## src/design/gpb_pkg.sv

```systemverilog
// Shared types and constants for the GPIO port interrupt bank.
`default_nettype none

package gpb_pkg;

    typedef enum logic [1:0] {
        CMD_READ  = 2'd0,
        CMD_WRITE = 2'd1,
        CMD_PIN   = 2'd2,
        CMD_NOP   = 2'd3
    } cmd_t;

    localparam logic [1:0] CFG_PINS_IN_USE  = 2'd0;
    localparam logic [1:0] CFG_RESET_LEVELS = 2'd1;

    localparam logic [3:0] PINS_IN_USE_RESET = 4'd8;

    localparam logic [11:0] OFF_DATA     = 12'h000;
    localparam logic [11:0] OFF_DIR      = 12'h004;
    localparam logic [11:0] OFF_ENABLE   = 12'h030;
    localparam logic [11:0] OFF_MASK     = 12'h034;
    localparam logic [11:0] OFF_EDGE     = 12'h038;
    localparam logic [11:0] OFF_POLARITY = 12'h03C;
    localparam logic [11:0] OFF_STATUS   = 12'h040;
    localparam logic [11:0] OFF_RAW      = 12'h044;
    localparam logic [11:0] OFF_DEBOUNCE = 12'h048;
    localparam logic [11:0] OFF_EOI      = 12'h04C;
    localparam logic [11:0] OFF_LEVEL    = 12'h050;
    localparam logic [11:0] OFF_SYNC     = 12'h060;
    localparam logic [11:0] OFF_BOTH     = 12'h068;
    localparam logic [11:0] OFF_VERSION  = 12'h06C;

    localparam logic [31:0] VERSION_WORD = 32'h3231_342A;

    typedef struct packed {
        cmd_t        cmd;
        logic [11:0] offset;
        logic [31:0] wdata;
        logic [2:0]  pin;
        logic        level;
    } item_t;

    typedef struct packed {
        logic [31:0] rdata;
        logic [7:0]  irq_lines;
    } result_t;

endpackage

`default_nettype wire

```

## src/design/gpb_ifs.sv

```systemverilog
// Channel interfaces: item input, result output and configuration write.
`default_nettype none

interface gpb_item_if;
    logic        valid;
    logic        ready;
    logic [1:0]  cmd;
    logic [11:0] offset;
    logic [31:0] wdata;
    logic [2:0]  pin;
    logic        level;

    modport source (output valid, cmd, offset, wdata, pin, level, input ready);
    modport sink (input valid, cmd, offset, wdata, pin, level, output ready);
    modport monitor (input valid, ready, cmd, offset, wdata, pin, level);
endinterface

interface gpb_result_if;
    logic        valid;
    logic        ready;
    logic [31:0] rdata;
    logic [7:0]  irq_lines;

    modport source (output valid, rdata, irq_lines, input ready);
    modport sink (input valid, rdata, irq_lines, output ready);
    modport monitor (input valid, ready, rdata, irq_lines);
endinterface

interface gpb_cfg_if;
    logic       valid;
    logic       ready;
    logic [1:0] index;
    logic [7:0] data;

    modport source (output valid, index, data, input ready);
    modport sink (input valid, index, data, output ready);
endinterface

`default_nettype wire

```

## src/design/gpio_port_interrupt_bank_core.sv

```systemverilog
// Top level of the GPIO port interrupt bank.
// An item is held in the input register, then its result in the result register.
// Throughput: one item per cycle unless results stall; the register bank updates in one pass.
// The configuration channel is ready whenever no item moves into the result register.
// Reset: asynchronous active low; registers and raw interrupts clear, input levels load
// zero, pins_in_use loads 8, both stages empty.
`default_nettype none

module gpio_port_interrupt_bank_core #(
    parameter int PINS = 8
) (
    input  wire logic      clk,
    input  wire logic      rst_n,
    gpb_item_if.sink       item_in,
    gpb_result_if.source   result_out,
    gpb_cfg_if.sink        cfg
);

    logic             proc;
    logic             advance;
    logic             cfg_fire;
    gpb_pkg::item_t   item;
    gpb_pkg::result_t result;

    assign cfg.ready = !proc;
    assign cfg_fire  = cfg.valid && cfg.ready;

    gpb_in_stage u_in (
        .clk     (clk),
        .rst_n   (rst_n),
        .item_in (item_in),
        .advance (advance),
        .proc    (proc),
        .item    (item)
    );

    gpb_regfile #(
        .PINS (PINS)
    ) u_regs (
        .clk       (clk),
        .rst_n     (rst_n),
        .proc      (proc),
        .item      (item),
        .cfg_fire  (cfg_fire),
        .cfg_index (cfg.index),
        .cfg_data  (cfg.data),
        .result    (result)
    );

    gpb_out_stage u_out (
        .clk        (clk),
        .rst_n      (rst_n),
        .proc       (proc),
        .result     (result),
        .advance    (advance),
        .result_out (result_out)
    );

endmodule

`default_nettype wire

```

## src/design/gpb_in_stage.sv

```systemverilog
// Input register stage for incoming items.
`default_nettype none

module gpb_in_stage (
    input  wire logic           clk,
    input  wire logic           rst_n,
    gpb_item_if.sink            item_in,
    input  wire logic           advance,
    output logic                proc,
    output gpb_pkg::item_t      item
);

    logic           valid_reg;
    logic           valid_next;
    gpb_pkg::item_t item_reg;

    assign item_in.ready = !valid_reg || advance;
    assign proc          = valid_reg && advance;
    assign item          = item_reg;
    assign valid_next    = item_in.ready ? item_in.valid : valid_reg;

    always_ff @(posedge clk or negedge rst_n)
    begin
        if (!rst_n)
        begin
            valid_reg <= 1'b0;
        end
        else
        begin
            valid_reg <= valid_next;
        end
    end

    always_ff @(posedge clk)
    begin
        if (item_in.valid && item_in.ready)
        begin
            item_reg.cmd    <= gpb_pkg::cmd_t'(item_in.cmd);
            item_reg.offset <= item_in.offset;
            item_reg.wdata  <= item_in.wdata;
            item_reg.pin    <= item_in.pin;
            item_reg.level  <= item_in.level;
        end
    end

endmodule

`default_nettype wire

```

## src/design/gpb_regfile.sv

```systemverilog
// Register bank, interrupt logic and read mux.
`default_nettype none

module gpb_regfile #(
    parameter int PINS = 8
) (
    input  wire logic             clk,
    input  wire logic             rst_n,
    input  wire logic             proc,
    input  wire gpb_pkg::item_t   item,
    input  wire logic             cfg_fire,
    input  wire logic [1:0]       cfg_index,
    input  wire logic [7:0]       cfg_data,
    output gpb_pkg::result_t      result
);

    logic [PINS-1:0] dout_reg, dout_next;
    logic [PINS-1:0] dir_reg, dir_next;
    logic [PINS-1:0] en_reg, en_next;
    logic [PINS-1:0] mask_reg, mask_next;
    logic [PINS-1:0] edge_reg, edge_next;
    logic [PINS-1:0] pol_reg, pol_next;
    logic [PINS-1:0] both_reg, both_next;
    logic [PINS-1:0] deb_reg, deb_next;
    logic [PINS-1:0] sync_reg, sync_next;
    logic [PINS-1:0] ext_reg, ext_next;
    logic [PINS-1:0] raw_reg, raw_next;
    logic [3:0]      piu_reg, piu_next;

    logic [PINS-1:0] lv_cur, lv_after, lv_new;
    logic [PINS-1:0] wval, pin_bit, ext_pin;
    logic [PINS-1:0] rise, fall, edges;
    logic [PINS-1:0] em_new, match, status;
    logic [7:0]      status8;
    logic [7:0]      irq;
    logic [31:0]     rd;
    logic            write_hit;
    logic            eval;

    always_comb
    begin
        dout_next = dout_reg;
        dir_next  = dir_reg;
        en_next   = en_reg;
        mask_next = mask_reg;
        edge_next = edge_reg;
        pol_next  = pol_reg;
        both_next = both_reg;
        deb_next  = deb_reg;
        sync_next = sync_reg;
        ext_next  = ext_reg;
        raw_next  = raw_reg;
        piu_next  = piu_reg;
        rd        = '0;
        write_hit = 1'b0;
        eval      = 1'b0;

        lv_cur = (dout_reg & dir_reg) | (ext_reg & ~dir_reg);
        wval   = PINS'(item.wdata);
        for (int i = 0; i < PINS; i++)
        begin
            pin_bit[i] = (32'(item.pin) == i);
        end
        ext_pin  = (ext_reg & ~pin_bit) | (item.level ? pin_bit : '0);
        lv_after = (dout_reg & dir_reg) | (ext_pin & ~dir_reg);
        rise     = lv_after & ~lv_cur;
        fall     = lv_cur & ~lv_after;
        edges    = (both_reg & (rise | fall))
                 | (~both_reg & ((pol_reg & rise) | (~pol_reg & fall)));

        if (proc)
        begin
            case (item.cmd)
                gpb_pkg::CMD_READ:
                begin
                    case (item.offset)
                        gpb_pkg::OFF_DATA:     rd = 32'(dout_reg);
                        gpb_pkg::OFF_DIR:      rd = 32'(dir_reg);
                        gpb_pkg::OFF_ENABLE:   rd = 32'(en_reg);
                        gpb_pkg::OFF_MASK:     rd = 32'(mask_reg);
                        gpb_pkg::OFF_EDGE:     rd = 32'(edge_reg);
                        gpb_pkg::OFF_POLARITY: rd = 32'(pol_reg);
                        gpb_pkg::OFF_STATUS:   rd = 32'(raw_reg & en_reg & ~mask_reg);
                        gpb_pkg::OFF_RAW:      rd = 32'(raw_reg);
                        gpb_pkg::OFF_DEBOUNCE: rd = 32'(deb_reg);
                        gpb_pkg::OFF_LEVEL:    rd = 32'(lv_cur);
                        gpb_pkg::OFF_SYNC:     rd = 32'(sync_reg);
                        gpb_pkg::OFF_BOTH:     rd = 32'(both_reg);
                        gpb_pkg::OFF_VERSION:  rd = gpb_pkg::VERSION_WORD;
                        default:               rd = '0;
                    endcase
                end
                gpb_pkg::CMD_WRITE:
                begin
                    write_hit = 1'b1;
                    case (item.offset)
                        gpb_pkg::OFF_DATA:     dout_next = wval;
                        gpb_pkg::OFF_DIR:      dir_next  = wval;
                        gpb_pkg::OFF_ENABLE:   en_next   = wval;
                        gpb_pkg::OFF_MASK:     mask_next = wval;
                        gpb_pkg::OFF_EDGE:     edge_next = wval;
                        gpb_pkg::OFF_POLARITY: pol_next  = wval;
                        gpb_pkg::OFF_DEBOUNCE: deb_next  = wval;
                        gpb_pkg::OFF_EOI:      raw_next  = raw_reg & ~wval;
                        gpb_pkg::OFF_SYNC:     sync_next = wval;
                        gpb_pkg::OFF_BOTH:     both_next = wval;
                        default:               write_hit = 1'b0;
                    endcase
                    eval = write_hit;
                end
                gpb_pkg::CMD_PIN:
                begin
                    ext_next = ext_pin;
                    raw_next = raw_reg
                             | (edges & (edge_reg | both_reg) & en_reg & pin_bit);
                    eval     = 1'b1;
                end
                default:
                begin
                end
            endcase
        end
        else if (cfg_fire)
        begin
            case (cfg_index)
                gpb_pkg::CFG_PINS_IN_USE:
                begin
                    piu_next = cfg_data[3:0];
                end
                gpb_pkg::CFG_RESET_LEVELS:
                begin
                    ext_next = PINS'(32'(cfg_data));
                    eval     = 1'b1;
                end
                default:
                begin
                end
            endcase
        end

        lv_new = (dout_next & dir_next) | (ext_next & ~dir_next);
        em_new = edge_next | both_next;
        match  = ~(pol_next ^ lv_new);
        if (eval)
        begin
            raw_next = (raw_next & em_new & en_next) | (~em_new & en_next & match);
        end

        status  = raw_next & en_next & ~mask_next;
        status8 = 8'(32'(status));
        for (int i = 0; i < 8; i++)
        begin
            irq[i] = status8[i] && (4'(i) < piu_next);
        end
    end

    assign result.rdata     = rd;
    assign result.irq_lines = irq;

    always_ff @(posedge clk or negedge rst_n)
    begin
        if (!rst_n)
        begin
            dout_reg <= '0;
            dir_reg  <= '0;
            en_reg   <= '0;
            mask_reg <= '0;
            edge_reg <= '0;
            pol_reg  <= '0;
            both_reg <= '0;
            deb_reg  <= '0;
            sync_reg <= '0;
            ext_reg  <= '0;
            raw_reg  <= '0;
            piu_reg  <= gpb_pkg::PINS_IN_USE_RESET;
        end
        else
        begin
            dout_reg <= dout_next;
            dir_reg  <= dir_next;
            en_reg   <= en_next;
            mask_reg <= mask_next;
            edge_reg <= edge_next;
            pol_reg  <= pol_next;
            both_reg <= both_next;
            deb_reg  <= deb_next;
            sync_reg <= sync_next;
            ext_reg  <= ext_next;
            raw_reg  <= raw_next;
            piu_reg  <= piu_next;
        end
    end

endmodule

`default_nettype wire

```

## src/design/gpb_out_stage.sv

```systemverilog
// Result register stage for outgoing items.
`default_nettype none

module gpb_out_stage (
    input  wire logic             clk,
    input  wire logic             rst_n,
    input  wire logic             proc,
    input  wire gpb_pkg::result_t result,
    output logic                  advance,
    gpb_result_if.source          result_out
);

    logic             valid_reg;
    logic             valid_next;
    gpb_pkg::result_t result_reg;

    assign advance              = !valid_reg || result_out.ready;
    assign valid_next           = advance ? proc : valid_reg;
    assign result_out.valid     = valid_reg;
    assign result_out.rdata     = result_reg.rdata;
    assign result_out.irq_lines = result_reg.irq_lines;

    always_ff @(posedge clk or negedge rst_n)
    begin
        if (!rst_n)
        begin
            valid_reg <= 1'b0;
        end
        else
        begin
            valid_reg <= valid_next;
        end
    end

    always_ff @(posedge clk)
    begin
        if (proc)
        begin
            result_reg <= result;
        end
    end

endmodule

`default_nettype wire

```

## src/flat_wrapper.sv

```systemverilog
// flat-port wrapper written by rule: the top's interface ports become plain ports
module gpio_port_interrupt_bank_core_flat 
#(
    parameter int PINS = 8
)
  (clk, rst_n, item_in_valid, item_in_cmd, item_in_offset, item_in_wdata, item_in_pin, item_in_level, item_in_ready, result_out_valid, result_out_rdata, result_out_irq_lines, result_out_ready, cfg_valid, cfg_index, cfg_data, cfg_ready);
  gpb_item_if item_in_i ();
  gpb_result_if result_out_i ();
  gpb_cfg_if cfg_i ();
  input  wire logic clk;
  input  wire logic rst_n;
  input wire logic [$bits(item_in_i.valid)-1:0] item_in_valid;
  input wire logic [$bits(item_in_i.cmd)-1:0] item_in_cmd;
  input wire logic [$bits(item_in_i.offset)-1:0] item_in_offset;
  input wire logic [$bits(item_in_i.wdata)-1:0] item_in_wdata;
  input wire logic [$bits(item_in_i.pin)-1:0] item_in_pin;
  input wire logic [$bits(item_in_i.level)-1:0] item_in_level;
  output wire logic [$bits(item_in_i.ready)-1:0] item_in_ready;
  output wire logic [$bits(result_out_i.valid)-1:0] result_out_valid;
  output wire logic [$bits(result_out_i.rdata)-1:0] result_out_rdata;
  output wire logic [$bits(result_out_i.irq_lines)-1:0] result_out_irq_lines;
  input wire logic [$bits(result_out_i.ready)-1:0] result_out_ready;
  input wire logic [$bits(cfg_i.valid)-1:0] cfg_valid;
  input wire logic [$bits(cfg_i.index)-1:0] cfg_index;
  input wire logic [$bits(cfg_i.data)-1:0] cfg_data;
  output wire logic [$bits(cfg_i.ready)-1:0] cfg_ready;
  assign item_in_i.valid = item_in_valid;
  assign item_in_i.cmd = item_in_cmd;
  assign item_in_i.offset = item_in_offset;
  assign item_in_i.wdata = item_in_wdata;
  assign item_in_i.pin = item_in_pin;
  assign item_in_i.level = item_in_level;
  assign item_in_ready = item_in_i.ready;
  assign result_out_valid = result_out_i.valid;
  assign result_out_rdata = result_out_i.rdata;
  assign result_out_irq_lines = result_out_i.irq_lines;
  assign result_out_i.ready = result_out_ready;
  assign cfg_i.valid = cfg_valid;
  assign cfg_i.index = cfg_index;
  assign cfg_i.data = cfg_data;
  assign cfg_ready = cfg_i.ready;
  gpio_port_interrupt_bank_core #(.PINS(PINS)) u_core (.clk(clk), .rst_n(rst_n), .item_in(item_in_i), .result_out(result_out_i), .cfg(cfg_i));
endmodule
```

## config.mk

```make
export PLATFORM = sky130hd
export DESIGN_NAME = gpio_port_interrupt_bank_core_flat
export DESIGN_NICKNAME = d
export VERILOG_FILES = /design/src/design/gpb_pkg.sv /design/src/design/gpb_ifs.sv /design/src/design/gpio_port_interrupt_bank_core.sv /design/src/design/gpb_in_stage.sv /design/src/design/gpb_regfile.sv /design/src/design/gpb_out_stage.sv /design/src/flat_wrapper.sv
export SDC_FILE = /design/constraint.sdc
export NUM_CORES = 1
export LEC_CHECK = 0
export BUFFER_PORTS_ARGS = -buffer_cell sky130_fd_sc_hd__buf_2
export CAP_MARGIN = 0
export CELL_PAD_IN_SITES_DETAIL_PLACEMENT = 0
export CELL_PAD_IN_SITES_GLOBAL_PLACEMENT = 1
export CORE_ASPECT_RATIO = 0.6
export CORE_UTILIZATION = 37
export CTS_CLUSTER_SIZE = 8
export DETAILED_ROUTE_END_ITERATION = 7
export GPL_TIMING_DRIVEN = 0
export HOLD_SLACK_MARGIN = 0.08
export PLACE_DENSITY = 0.66
export SYNTH_ARGS = -nofsm -noshare
export SYNTH_HDL_FRONTEND = slang
export SYNTH_SLANG_ARGS = --single-unit
```

## constraint.sdc

```tcl
create_clock -name clk -period 6.22 [get_ports clk]
set_input_delay 0.622 -clock clk [delete_from_list [all_inputs] [get_ports clk]]
set_output_delay 0.622 -clock clk [all_outputs]
set_load 0.05 [all_outputs]
```

# After elaboration in Yosys (flattened, before gate mapping)
# Index checks and enable logic that the tools add are counted.
# totals
regBits	160
latchBits	0
ram_bits	0
mem_bits_ro	0
input_bits	65
out_inout_bits	43
wordCells	162
mem_count	0
# op_classes
n_addsub	0
mul	0
div_mod_pow	0
order_cmp	8
n_eq_ne	23
shifts	0
muxes	39
n_bitwise	48
reduce_logical	23
# ops
op	count
$pmux 32 s13	1
$mux 8	29
$and 8x8->8	23
$eq 12x7->1 const B	8
$not 8->8	11
$or 8x8->8	11
$eq 12x6->1 const B	4
$and 8x32->32	1
$not 8->32	1
$lt 3x4->1 const A	4
$pmux 8 s2	1
$eq 12x3->1 const B	1
$eq 3x3->1 const B	4
$logic_not 12->1	1
$mux 4	3
$logic_and 1x1->1	11
$reduce_or 10->1	1
$lt 1x4->1 const A	2
$lt 2x4->1 const A	2
$xor 8x8->8	1
$eq 3x2->1 const B	2
$reduce_and 3->1	2
$eq 2x1->1 const B	2
$logic_not 2->1	2
other kinds (7)	13

# Depth between registers and ports, before layout
# Gate-level depths: netlist (run 1).
# depth
ltp_word	25
ltp_mapped	14
ltp_nobuf	14

# Hierarchy
# A second synthesis (run 1) with hierarchy kept.
# unflattened
cells_unflattened	869
hier_area_um2	9957.0
# modules_own_cells
module	n_inst	cells_each	area_per_inst_um2
gpb_regfile	1	769	7136.8
gpb_in_stage	1	55	1561.5
gpb_out_stage	1	43	1248.7
gpio_port_interrupt_bank_core	1	2	10.0

# Worst setup path after synthesis (run 1)
# OpenSTA, ideal clock, no wires.
# synth_timing
path_type	input-to-reg
start	in result_out_ready
end	reg u_core.u_out.result_reg (netlist bit u_core.u_out.result_out.irq_lines[0]) (data pin)
setup_time_ns	0.262
t_arrival_ns	2.767
t_required_ns	5.958
path_slack_ns	3.190
cell_stages	9
path_cell_list	nand2b_1 > nand2_1 > inv_1 > and4_1 > buf_2 > mux2_2 > and3_1 > nand3b_1 > o21ai_0
# synth_lines
item	line	rtl
from (decl)	flat_wrapper.sv:22	input wire logic [$bits(result_out_i.ready)-1:0] result_out_ready;
to (signal assigned)	gpb_out_stage.sv:39	result_reg <= result;
to (decl)	gpb_out_stage.sv:15	gpb_pkg::result_t result_reg;

# Worst setup path after layout (run 1)
# layout_timing
start	reg u_core.u_in.item_reg (netlist bit u_core.u_in.item[40])
end	reg u_core.u_regs.deb_reg[4]
# layout_via
elab_chain_cells	2
# layout_rtl
item	line	rtl
from (decl)	gpb_in_stage.sv:15	gpb_pkg::item_t item_reg;
$eq 12x7->1	gpb_regfile.sv:96	case (item.offset)
$reduce_and 3->1 (no line)	--	
to (signal assigned)	gpb_regfile.sv:186	deb_reg <= deb_next;
to (decl)	gpb_regfile.sv:24	logic [PINS-1:0] deb_reg, deb_next;
# No other way between the ends.
# A chain may end at the register's enable or synchronous reset.

==> flow_summary.toml, run 1 <==
[clocking]
cts-buffers-inserted = 17
insertion_delay_ns = 0.44
h-tree-depth = 4
cts.clk_slew.worst_paths_ns = 0.06
cts-root-buf = "clkbuf_16"
clockBufferDepth = 2
hold_buffers = 0
cts_resized = 0
post_cts_buffers = 0
cts_tree = "yes"
clkSinkCount = 137

[timing]
tightest_slew_ns = 1.51
clock_skew_ns = 0.0107
layout_min_cycle_time_ns = 4.17
setup_viol = 0
drv_slew = 6
timing.final.ws_setup_ns = 2.05
rsz0062_at_grt = "false"
fmax_ghz = 0.240
fin_crit_sh = 0.671
setup_tns_ns = 0
hold_viol = 0
relSlewSlack = -0.0195

[setup_path]
cp-start-kind = "flop"
worstPathCellList = "clkbuf_1, nor4b_1, nand3_1, nor3_1, nand2_1, mux2_2"
crit_required_ns = 6.54
critPathCaptureType = "flop"
worst-path-buf-inv = 1
cp_top_family = "simple AND/OR/NAND/NOR gates"
r2r_cells = 6
cp.arrival_ns = 4.49
path_max_fanout = 10
cp_slowest_stage_delay_ns = 1.28
cp_slowest_cell = "nor4b_1"
path_class = "reg -> reg"
worstSetupPathDepth = 6

[die]
die_h_um = 116
rows = 41
initial_utilization = 0.378
die_width_um = 192
die-area_um2 = 22200
core-area_um2 = 21100
ios = 108

[hold_path]
hp-class = "in -> async"

[power_and_ir_drop]
pwr-share-seq = 0.402
p_clk_frac = 0.427
vdd_drop_max_mv = 0.190
power_switching_uw = 763
swShare = 0.304
power_per_cell_area_nw_per_um2 = 268
p_comb_frac = 0.170
p_int_mw = 1.75
p_leak_nw = 4.10

[synth]
synth_common_cells = "dfrtp_1 (93), mux2_2 (76), nand2_1 (69), o21ai_0 (54)"
synth_top_area_frac = 0.292
synth_area_um2 = 7980
synth-main-ff-cell = "dfrtp_1"
avgSynthCellArea_um2 = 10.5
yosys.cell_count.top_type = "dfrtp_1"
synth_top_cell_by_area = "dfrtp_1"
yosysWarningCount = 0
netlist_instances = 760
seq_area_frac_synth = 0.457
synthTopCellsByArea = "dfrtp_1 (29%), edfxtp_1 (16%), mux2_2 (11%)"
ys_seq_elements = 137
ys_types = 76
synth_edf_count = 43
async_flop_share = 0.686

[place]
dp_hpwl_mm = 20.1
place_ws_ns = 2.19
placed_area_um2 = 8770
numPortBuffers = 68
routabilityCongestion = 0.892

[global_routing]
top_usage_layer = "met1"
grt_overflow = 0
antenna_found_initial = 0
grt_pass1_wl_mm = 40.9
grt_max_degree = 65
grt_pass1_vias = 6201
track_usage = 0.263
met1_usage = 0.395
grtUsageMet3 = 0.102
grt_use_met2 = 0.339

[drt]
viasPerCell = 5.74
drt-initial-drc-count = 670
wl_mm = 28.1
dr.pass1.iters = 5
num_vias = 6635
drcViolationCount = 0
wl_per_cell_um = 24.3
ant_nets = 0

[layout]
largest_reg_flops = 26
drive_above_1_share = 0.260
area_growth_pct = 17.5
nNetsFinal = 947
design_area_um2 = 9380
fillers = 2018

[flow_run]
cap_violations = 1

[run_status]
status = "complete, but fails checks"
violations = "max-capacitance violations, max-slew violations"
[layout by cell type (no fill, tap or decap), types with 12 or more instances in the layout]
cell type  count
buf_2         73
mux2i_1       34
clkbuf_16     17
conb_1        15
o21ai_0       54
nand2_1       69
nor2_1        33
clkbuf_1      26
mux2_2        76
inv_1         43
ha_1          19
buf_4         27
dfrtp_1       93
nor3_1        12
a21oi_1       12
a31oi_1       13
edfxtp_1      43
[worst paths after layout]
path	startpoint	endpoint	slack, ns
hold / removal	rst_n	u_core.u_regs.mask_reg[4]$_DFF_PN0_	0.13
setup / recovery	u_core.u_in.item[40]$_DFFE_PP_	u_core.u_regs.deb_reg[4]$_DFFE_PN0P_	2.05
hold reg to reg	u_core.u_regs.mask_reg[5]$_DFF_PN0_	u_core.u_regs.mask_reg[5]$_DFF_PN0_	0.51
setup reg to reg	u_core.u_in.item[40]$_DFFE_PP_	u_core.u_regs.deb_reg[4]$_DFFE_PN0P_	2.05
min in group clk	item_in_pin[1]	u_core.u_in.item[2]$_DFFE_PP_	0.35
max in group asynchronous	rst_n	u_core.u_regs.piu_reg[3]$_DFF_PN1_	5.34
[routing by layer]
metal / part of all wire / vias to the layer above
met5: 0 / -
met1: 0.49 / 3296
met2: 0.37 / 316
met4: 0.020 / 0
li1: - / 2989
met3: 0.11 / 34
[stage by stage]
stage / cells / utilization / total power, mW / hold slack, ns
floorplan: 774 / - / 1.28 / 0.326
CTS: 1155 / 0.445 / 2.51 / 0.131
global placement: 1121 / 0.414 / 1.44 / 0.488
finish: 1156 / 0.445 / 2.51 / 0.130
detailed placement: 1123 / 0.416 / 1.44 / 0.496
global route: 1155 / 0.445 / 2.59 / 0.154
[cell type report]
| cell class | instances | area (um^2) | area share |
|---|---|---|---|
| repair buffers | 70 | 378 | 0.0403 |
| well taps | 279 | 349 | 0.0372 |
| diodes | 1 | 2.50 | 0.000267 |
| clock inverters | 12 | 150 | 0.0160 |
| clock buffers | 20 | 457 | 0.0487 |
| plain buffers | 60 | 335 | 0.0358 |
| inverters | 44 | 165 | 0.0176 |
| flip-flops and latches | 137 | 3640 | 0.389 |
| multi-input cells | 533 | 3890 | 0.415 |
[power by group through the flow]
stage	registers, mW	clock network [mW]	logic, mW
after floorplan	1.04	0	0.239
after global placement	1.03	0	0.411
after detailed placement	1.03	0	0.415
after CTS	1.01	1.08	0.418
after global routing	1.01	1.11	0.459
final	1.01	1.07	0.427
[cell families after synthesis]
family,Yosys count,share of synthesized area
and+or+nand+nor,204,0.137
AOI/OAI and AO/OA,176,0.154
DFF,137,0.457
muxes,111,0.151
buffers and inverters,104,0.0627
adders and majority gates,19,0.0298
xor gates and xnor gates,8,0.00878
other,1,0.000470
No activity file was read; power rests on OpenSTA's default activity.
==> run 2: changes to the inputs <==
Clock period 6.22 ns to 4.24 ns, I/O delays scaled along.
==> run 2 against run 1 <==
Compared with the run above:
- the run now ends clean
- sequential power rose by 47%
- sequential share of layout area about the same
- sequential cell count unchanged
- wire length is essentially flat
- power rose by 47%
- clock skew is 0.0011 ns lower
- register-to-register slack worse by 1.9 ns
- design area about the same
- setup slack got worse by 1.9 ns
- combinational power rose by 47%
- maximum frequency up 0.99%
- first-iteration DRC count shrank 4.8%
==> flow_summary.toml, run 2 (synthesis gave the netlist of run 1 again) <==
[flow_run]
cap_violations = 0

[place]
routabilityCongestion = 0.892
placed_area_um2 = 8770
dp_hpwl_mm = 20.1
place_ws_ns = 0.287
numPortBuffers = 68
dp.cells = 1123

[clocking]
post_cts_buffers = 0
cts-buffers-inserted = 17
cts-root-buf = "clkbuf_16"
cts_tree = "yes"
cts.clk_slew.worst_paths_ns = 0.06
clkSinkCount = 137
h-tree-depth = 4
insertion_delay_ns = 0.44
cts_resized = 0
clockBufferDepth = 2

[timing]
drv_slew = 0
rsz0062_at_grt = "false"
tightest_slew_ns = 1.45
fmax_ghz = 0.242
hold_viol = 0
clock_skew_ns = 0.00957
timing.final.ws_setup_ns = 0.109
fin_crit_sh = 0.974
setup_viol = 0
layout_min_cycle_time_ns = 4.13
relSlewSlack = 0.0188

[setup_path]
path_class = "reg -> reg"
cp_slowest_stage_delay_ns = 1.23
cp-start-kind = "flop"
cp_slowest_cell = "nor4b_1"
critPathCaptureType = "flop"
cp.arrival_ns = 4.45
path_max_fanout = 10
cp_top_family = "simple AND/OR/NAND/NOR gates"
worstPathCellList = "clkbuf_1, nor4b_1, nand3_1, nor3_1, nand2_1, mux2_2"
crit_required_ns = 4.56
worst-path-buf-inv = 1

[drt]
ant_nets = 0
drt-initial-drc-count = 638
viasPerCell = 5.77
drcViolationCount = 0
wl_mm = 28.0
num_vias = 6675
dr.pass1.iters = 7
wl_per_cell_um = 24.3

[layout]
fillers = 2018
nNetsFinal = 948
diodes = 0
fin_cells = 1156
largest_reg_flops = 26
most-common-layout-cells = "dfrtp_1 (93), mux2_2 (76), buf_2 (73), nand2_1 (69), o21ai_0 (54)"
final_common_cell = "dfrtp_1"
design_area_um2 = 9380
drive_above_1_share = 0.260
final_core_util = 0.445
area_growth_pct = 17.6

[global_routing]
antenna_found_initial = 0
grt_overflow = 0
track_usage = 0.263
grt_pass1_vias = 6205
grt_pass1_wl_mm = 40.9
grt_max_degree = 65

[power_and_ir_drop]
power_mw = 3.68
vdd_drop_max_mv = 0.279
p_leak_nw = 4.11
power_per_cell_area_nw_per_um2 = 393

[die]
ios = 108
die_width_um = 192
initial_utilization = 0.378
die-area_um2 = 22200
core-area_um2 = 21100
die_h_um = 116
rows = 41

[run_status]
status = "complete, no violations"

[hold_path]
hp-class = "in -> reg"
-- run 2: changes by cell type in the layout (fill, tap and decap cells not counted) --
cell	previous run	this run
dlygate4sd3_1	0	1
diode_2	1	0
-- run 2: final cells by class --
cell class	instances	area, um^2	share of cell area
sequential	137	3640	0.388
clock inverter	12	150	0.0160
clock buffer	20	457	0.0487
buffer	60	335	0.0357
multi-input combinational	533	3890	0.415
tap	279	349	0.0372
timing repair buffer	71	388	0.0413
inverter	44	165	0.0176
-- run 2: routing by layer --
layer	vias to the layer above	share of wire	global-route usage
li1	2992	-	-
met1	3284	0.49	0.395
met2	365	0.37	0.339
met3	34	0.12	0.102
met4	0	0.020	0.0794
met5	-	0	0
-- run 2: per-stage QoR --
step                hold WS (ns)  TNS (ns)
CTS                        0.146         0
finish                     0.155         0
detailed placement         0.400         0
floorplan                  0.128         0
global route               0.147         0
global placement           0.488     -1.61
-- run 2: power by group --
part | leakage (nW) | total, mW | internal (mW) | switching [mW]
sequential | 1.71 | 1.48 | 1.43 | 0.0537
combinational | 2.12 | 0.626 | 0.185 | 0.441
clock | 0.280 | 1.57 | 0.952 | 0.623
total | 4.11 | 3.68 | 2.57 | 1.12
-- run 2: path summary, 6_finish.rpt --
kind / from / end / slack [ns] / cells past startpoint
max: u_core.u_in.item[40]$_DFFE_PP_ / u_core.u_regs.deb_reg[4]$_DFFE_PN0P_ / 0.11 / 6
min: item_in_pin[1] / u_core.u_in.item[2]$_DFFE_PP_ / 0.15 / 1
max reg2reg: u_core.u_in.item[40]$_DFFE_PP_ / u_core.u_regs.deb_reg[4]$_DFFE_PN0P_ / 0.11 / 6
min reg2reg: u_core.u_regs.mask_reg[5]$_DFF_PN0_ / u_core.u_regs.mask_reg[5]$_DFF_PN0_ / 0.50 / 2
max in group asynchronous: rst_n / u_core.u_regs.piu_reg[3]$_DFF_PN1_ / 3.02 / 3
min in group asynchronous: rst_n / u_core.u_regs.mask_reg[4]$_DFF_PN0_ / 0.47 / 2
-- run 2: what timing repair did --
item                                    4_1_cts  5_1_grt
hold buffers                                  1        0
endpoints found under the setup margin        0        0
hold endpoints to repair                     30        0
-- run 2: worst register-to-register path: stages, from the launching register on --
cell and delay [ns]:
edfxtp_1 0.46, clkbuf_1 0.25, nor4b_1 1.23, nand3_1 0.37, nor3_1 0.71, nand2_1 0.57
mux2_2 0.43
==> run 3: changes to the inputs <==
==> constraint.sdc (replaced) <==
create_clock -name clk -period 4.24 [get_ports clk]
set_input_delay 0.212 -clock clk [delete_from_list [all_inputs] [get_ports clk]]
set_output_delay 0.212 -clock clk [all_outputs]
set_load 0.05 [all_outputs]
==> run 3 against run 2 <==
Compared with the run above:
- core utilization is 1.4 points higher
- clock-buffer cell count stayed put
- clock power hardly changed
- register-to-register slack better by 0.02 ns
- final cell count is 2.6% higher
- non-clock buffer count is 29 higher
- critical path depth stayed put
- combinational power is 3.7% higher
- design area is 3.2% higher
- sequential power hardly changed
- global-route usage is 0.28 points higher
- critical endpoint unchanged
- largest cell class unchanged
- largest power group unchanged
- highest routed layer unchanged
==> flow_summary.toml, run 3 (synthesis gave the netlist of run 1 again) <==
[clocking]
clkSinkCount = 137
cts-buffers-inserted = 17
clockBufferDepth = 2
h-tree-depth = 4
cts_tree = "yes"
insertion_delay_ns = 0.44
cts-root-buf = "clkbuf_16"
cts_resized = 0
cts.clk_slew.worst_paths_ns = 0.06

[global_routing]
antenna_found_initial = 0
track_usage = 0.266
grt_pass1_vias = 6341
grt_pass1_wl_mm = 41.4
grt_max_degree = 65
grt_overflow = 0

[timing]
drv_slew = 0
relSlewSlack = 0.0187
fin_crit_sh = 0.970
setup_viol = 0
fmax_ghz = 0.243
clock_skew_ns = 0.0127
hold_viol = 0
holdWs_ns = 0.121
setup_tns_ns = 0
timing.final.ws_setup_ns = 0.125
tightest_slew_ns = 1.45
rsz0062_at_grt = "false"
layout_min_cycle_time_ns = 4.11

[run_status]
status = "complete, no violations"

[setup_path]
cp-start-kind = "flop"
critPathCaptureType = "flop"
rr_endpoint = "u_core.u_regs.deb_reg[4]$_DFFE_PN0P_"
crit-reg2reg-launch = "u_core.u_in.item[40]$_DFFE_PP_"
r2r_slack_ns = 0.13
cp.arrival_ns = 4.44
cp_slowest_cell = "nor4b_1"
path_class = "reg -> reg"
worst-path-buf-inv = 1
r2r_cells = 6
path_max_fanout = 10
cp_slowest_stage_delay_ns = 1.24
crit_required_ns = 4.56
worstPathCellList = "clkbuf_1, nor4b_1, nand3_1, nor3_1, nand2_1, mux2_2"
cp_top_family = "simple AND/OR/NAND/NOR gates"

[drt]
viasPerCell = 5.68
num_vias = 6741
wl_mm = 28.3
wl_per_cell_um = 23.9
drt-initial-drc-count = 621
dr.pass1.iters = 5
ant_nets = 0
drcViolationCount = 0

[power_and_ir_drop]
power_mw = 3.70
power_per_cell_area_nw_per_um2 = 383
vdd_drop_max_mv = 0.279
p_leak_nw = 4.23

[layout]
regArea_um2 = 3640
design_area_um2 = 9680
final_core_util = 0.459
final_common_cell = "dfrtp_1"
largest_reg_flops = 26
drive_above_1_share = 0.253
area_growth_pct = 21.3
nNetsFinal = 977
most-common-layout-cells = "dfrtp_1 (93), mux2_2 (76), buf_2 (73), nand2_1 (69), o21ai_0 (54)"
fillers = 2001
multi_input_area_um2 = 3900
fin_cells = 1186

[flow_run]
cap_violations = 0

[die]
rows = 41
die_h_um = 116
core-area_um2 = 21100
ios = 108
die-area_um2 = 22200
die_width_um = 192
initial_utilization = 0.378

[place]
routabilityCongestion = 0.892
numPortBuffers = 68
placed_area_um2 = 8770
dp.cells = 1123
dp_hpwl_mm = 20.1
place_ws_ns = 0.287

[hold_path]
hp-class = "in -> reg"
hold_path_depth = 2
min_from = "cfg_data[0]"
worstHoldEndpoint = "u_core.u_regs.piu_reg[0]$_DFF_PN0_"
run 3: changes by cell type in the layout (fill, tap and decap cells not counted):
cell | before | now
diode_2 | 0 | 1
nor3_1 | 12 | 11
nor3_2 | 1 | 2
dlygate4sd3_1 | 1 | 30
run 3: what timing repair did:
action	4_1_cts	5_1_grt
setup buffers	0	0
hold buffers	30	0
hold endpoints to repair	59	0
run 3: worst reg2reg max path: stages (launching register included):
cell,delay [ns]
edfxtp_1,0.46
clkbuf_1,0.25
nor4b_1,1.24
nand3_1,0.35
nor3_1,0.70
nand2_1,0.56
mux2_2,0.43
run 3: per-layer routing:
metal	global-route usage	part of all wire
met4	0.0794	0.015
met2	0.344	0.38
met1	0.398	0.49
met3	0.104	0.11
met5	0	0
run 3: worst max path at each step:
stage | to | startpoint | slack [ns] | depth (start not counted)
floorplan | u_core.u_out.result_out.irq_lines[0]$_DFFE_PP_ | u_core.u_out.result_out.valid$_DFFE_PN0P_ | 1.21 | 9
global placement | u_core.u_out.result_out.irq_lines[6]$_DFFE_PP_ | u_core.u_in.item[40]$_DFFE_PP_ | -0.24 | 8
detailed placement | u_core.u_regs.deb_reg[4]$_DFFE_PN0P_ | u_core.u_in.item[40]$_DFFE_PP_ | 0.29 | 6
CTS | u_core.u_regs.deb_reg[0]$_DFFE_PN0P_ | u_core.u_in.item[40]$_DFFE_PP_ | 0.26 | 6
global route | u_core.u_regs.deb_reg[5]$_DFFE_PN0P_ | u_core.u_in.item[40]$_DFFE_PP_ | 0.10 | 6
finish | u_core.u_regs.deb_reg[4]$_DFFE_PN0P_ | u_core.u_in.item[40]$_DFFE_PP_ | 0.13 | 6
run 3: final cells by class:
cell class | instances | area share
clock inverters | 12 | 0.0155
repair buffers | 100 | 0.0701
multi-input cells | 533 | 0.403
inverters | 44 | 0.0171
plain buffers | 60 | 0.0346
flip-flops and latches | 137 | 0.377
diodes | 1 | 0.000258
clock buffers | 20 | 0.0472
well taps | 279 | 0.0361
run 3: report_power, final:
part	leakage [nW]	switching, mW	internal [mW]
Combinational	2.24	0.447	0.203
Clock	0.280	0.620	0.952
Sequential	1.71	0.0547	1.43
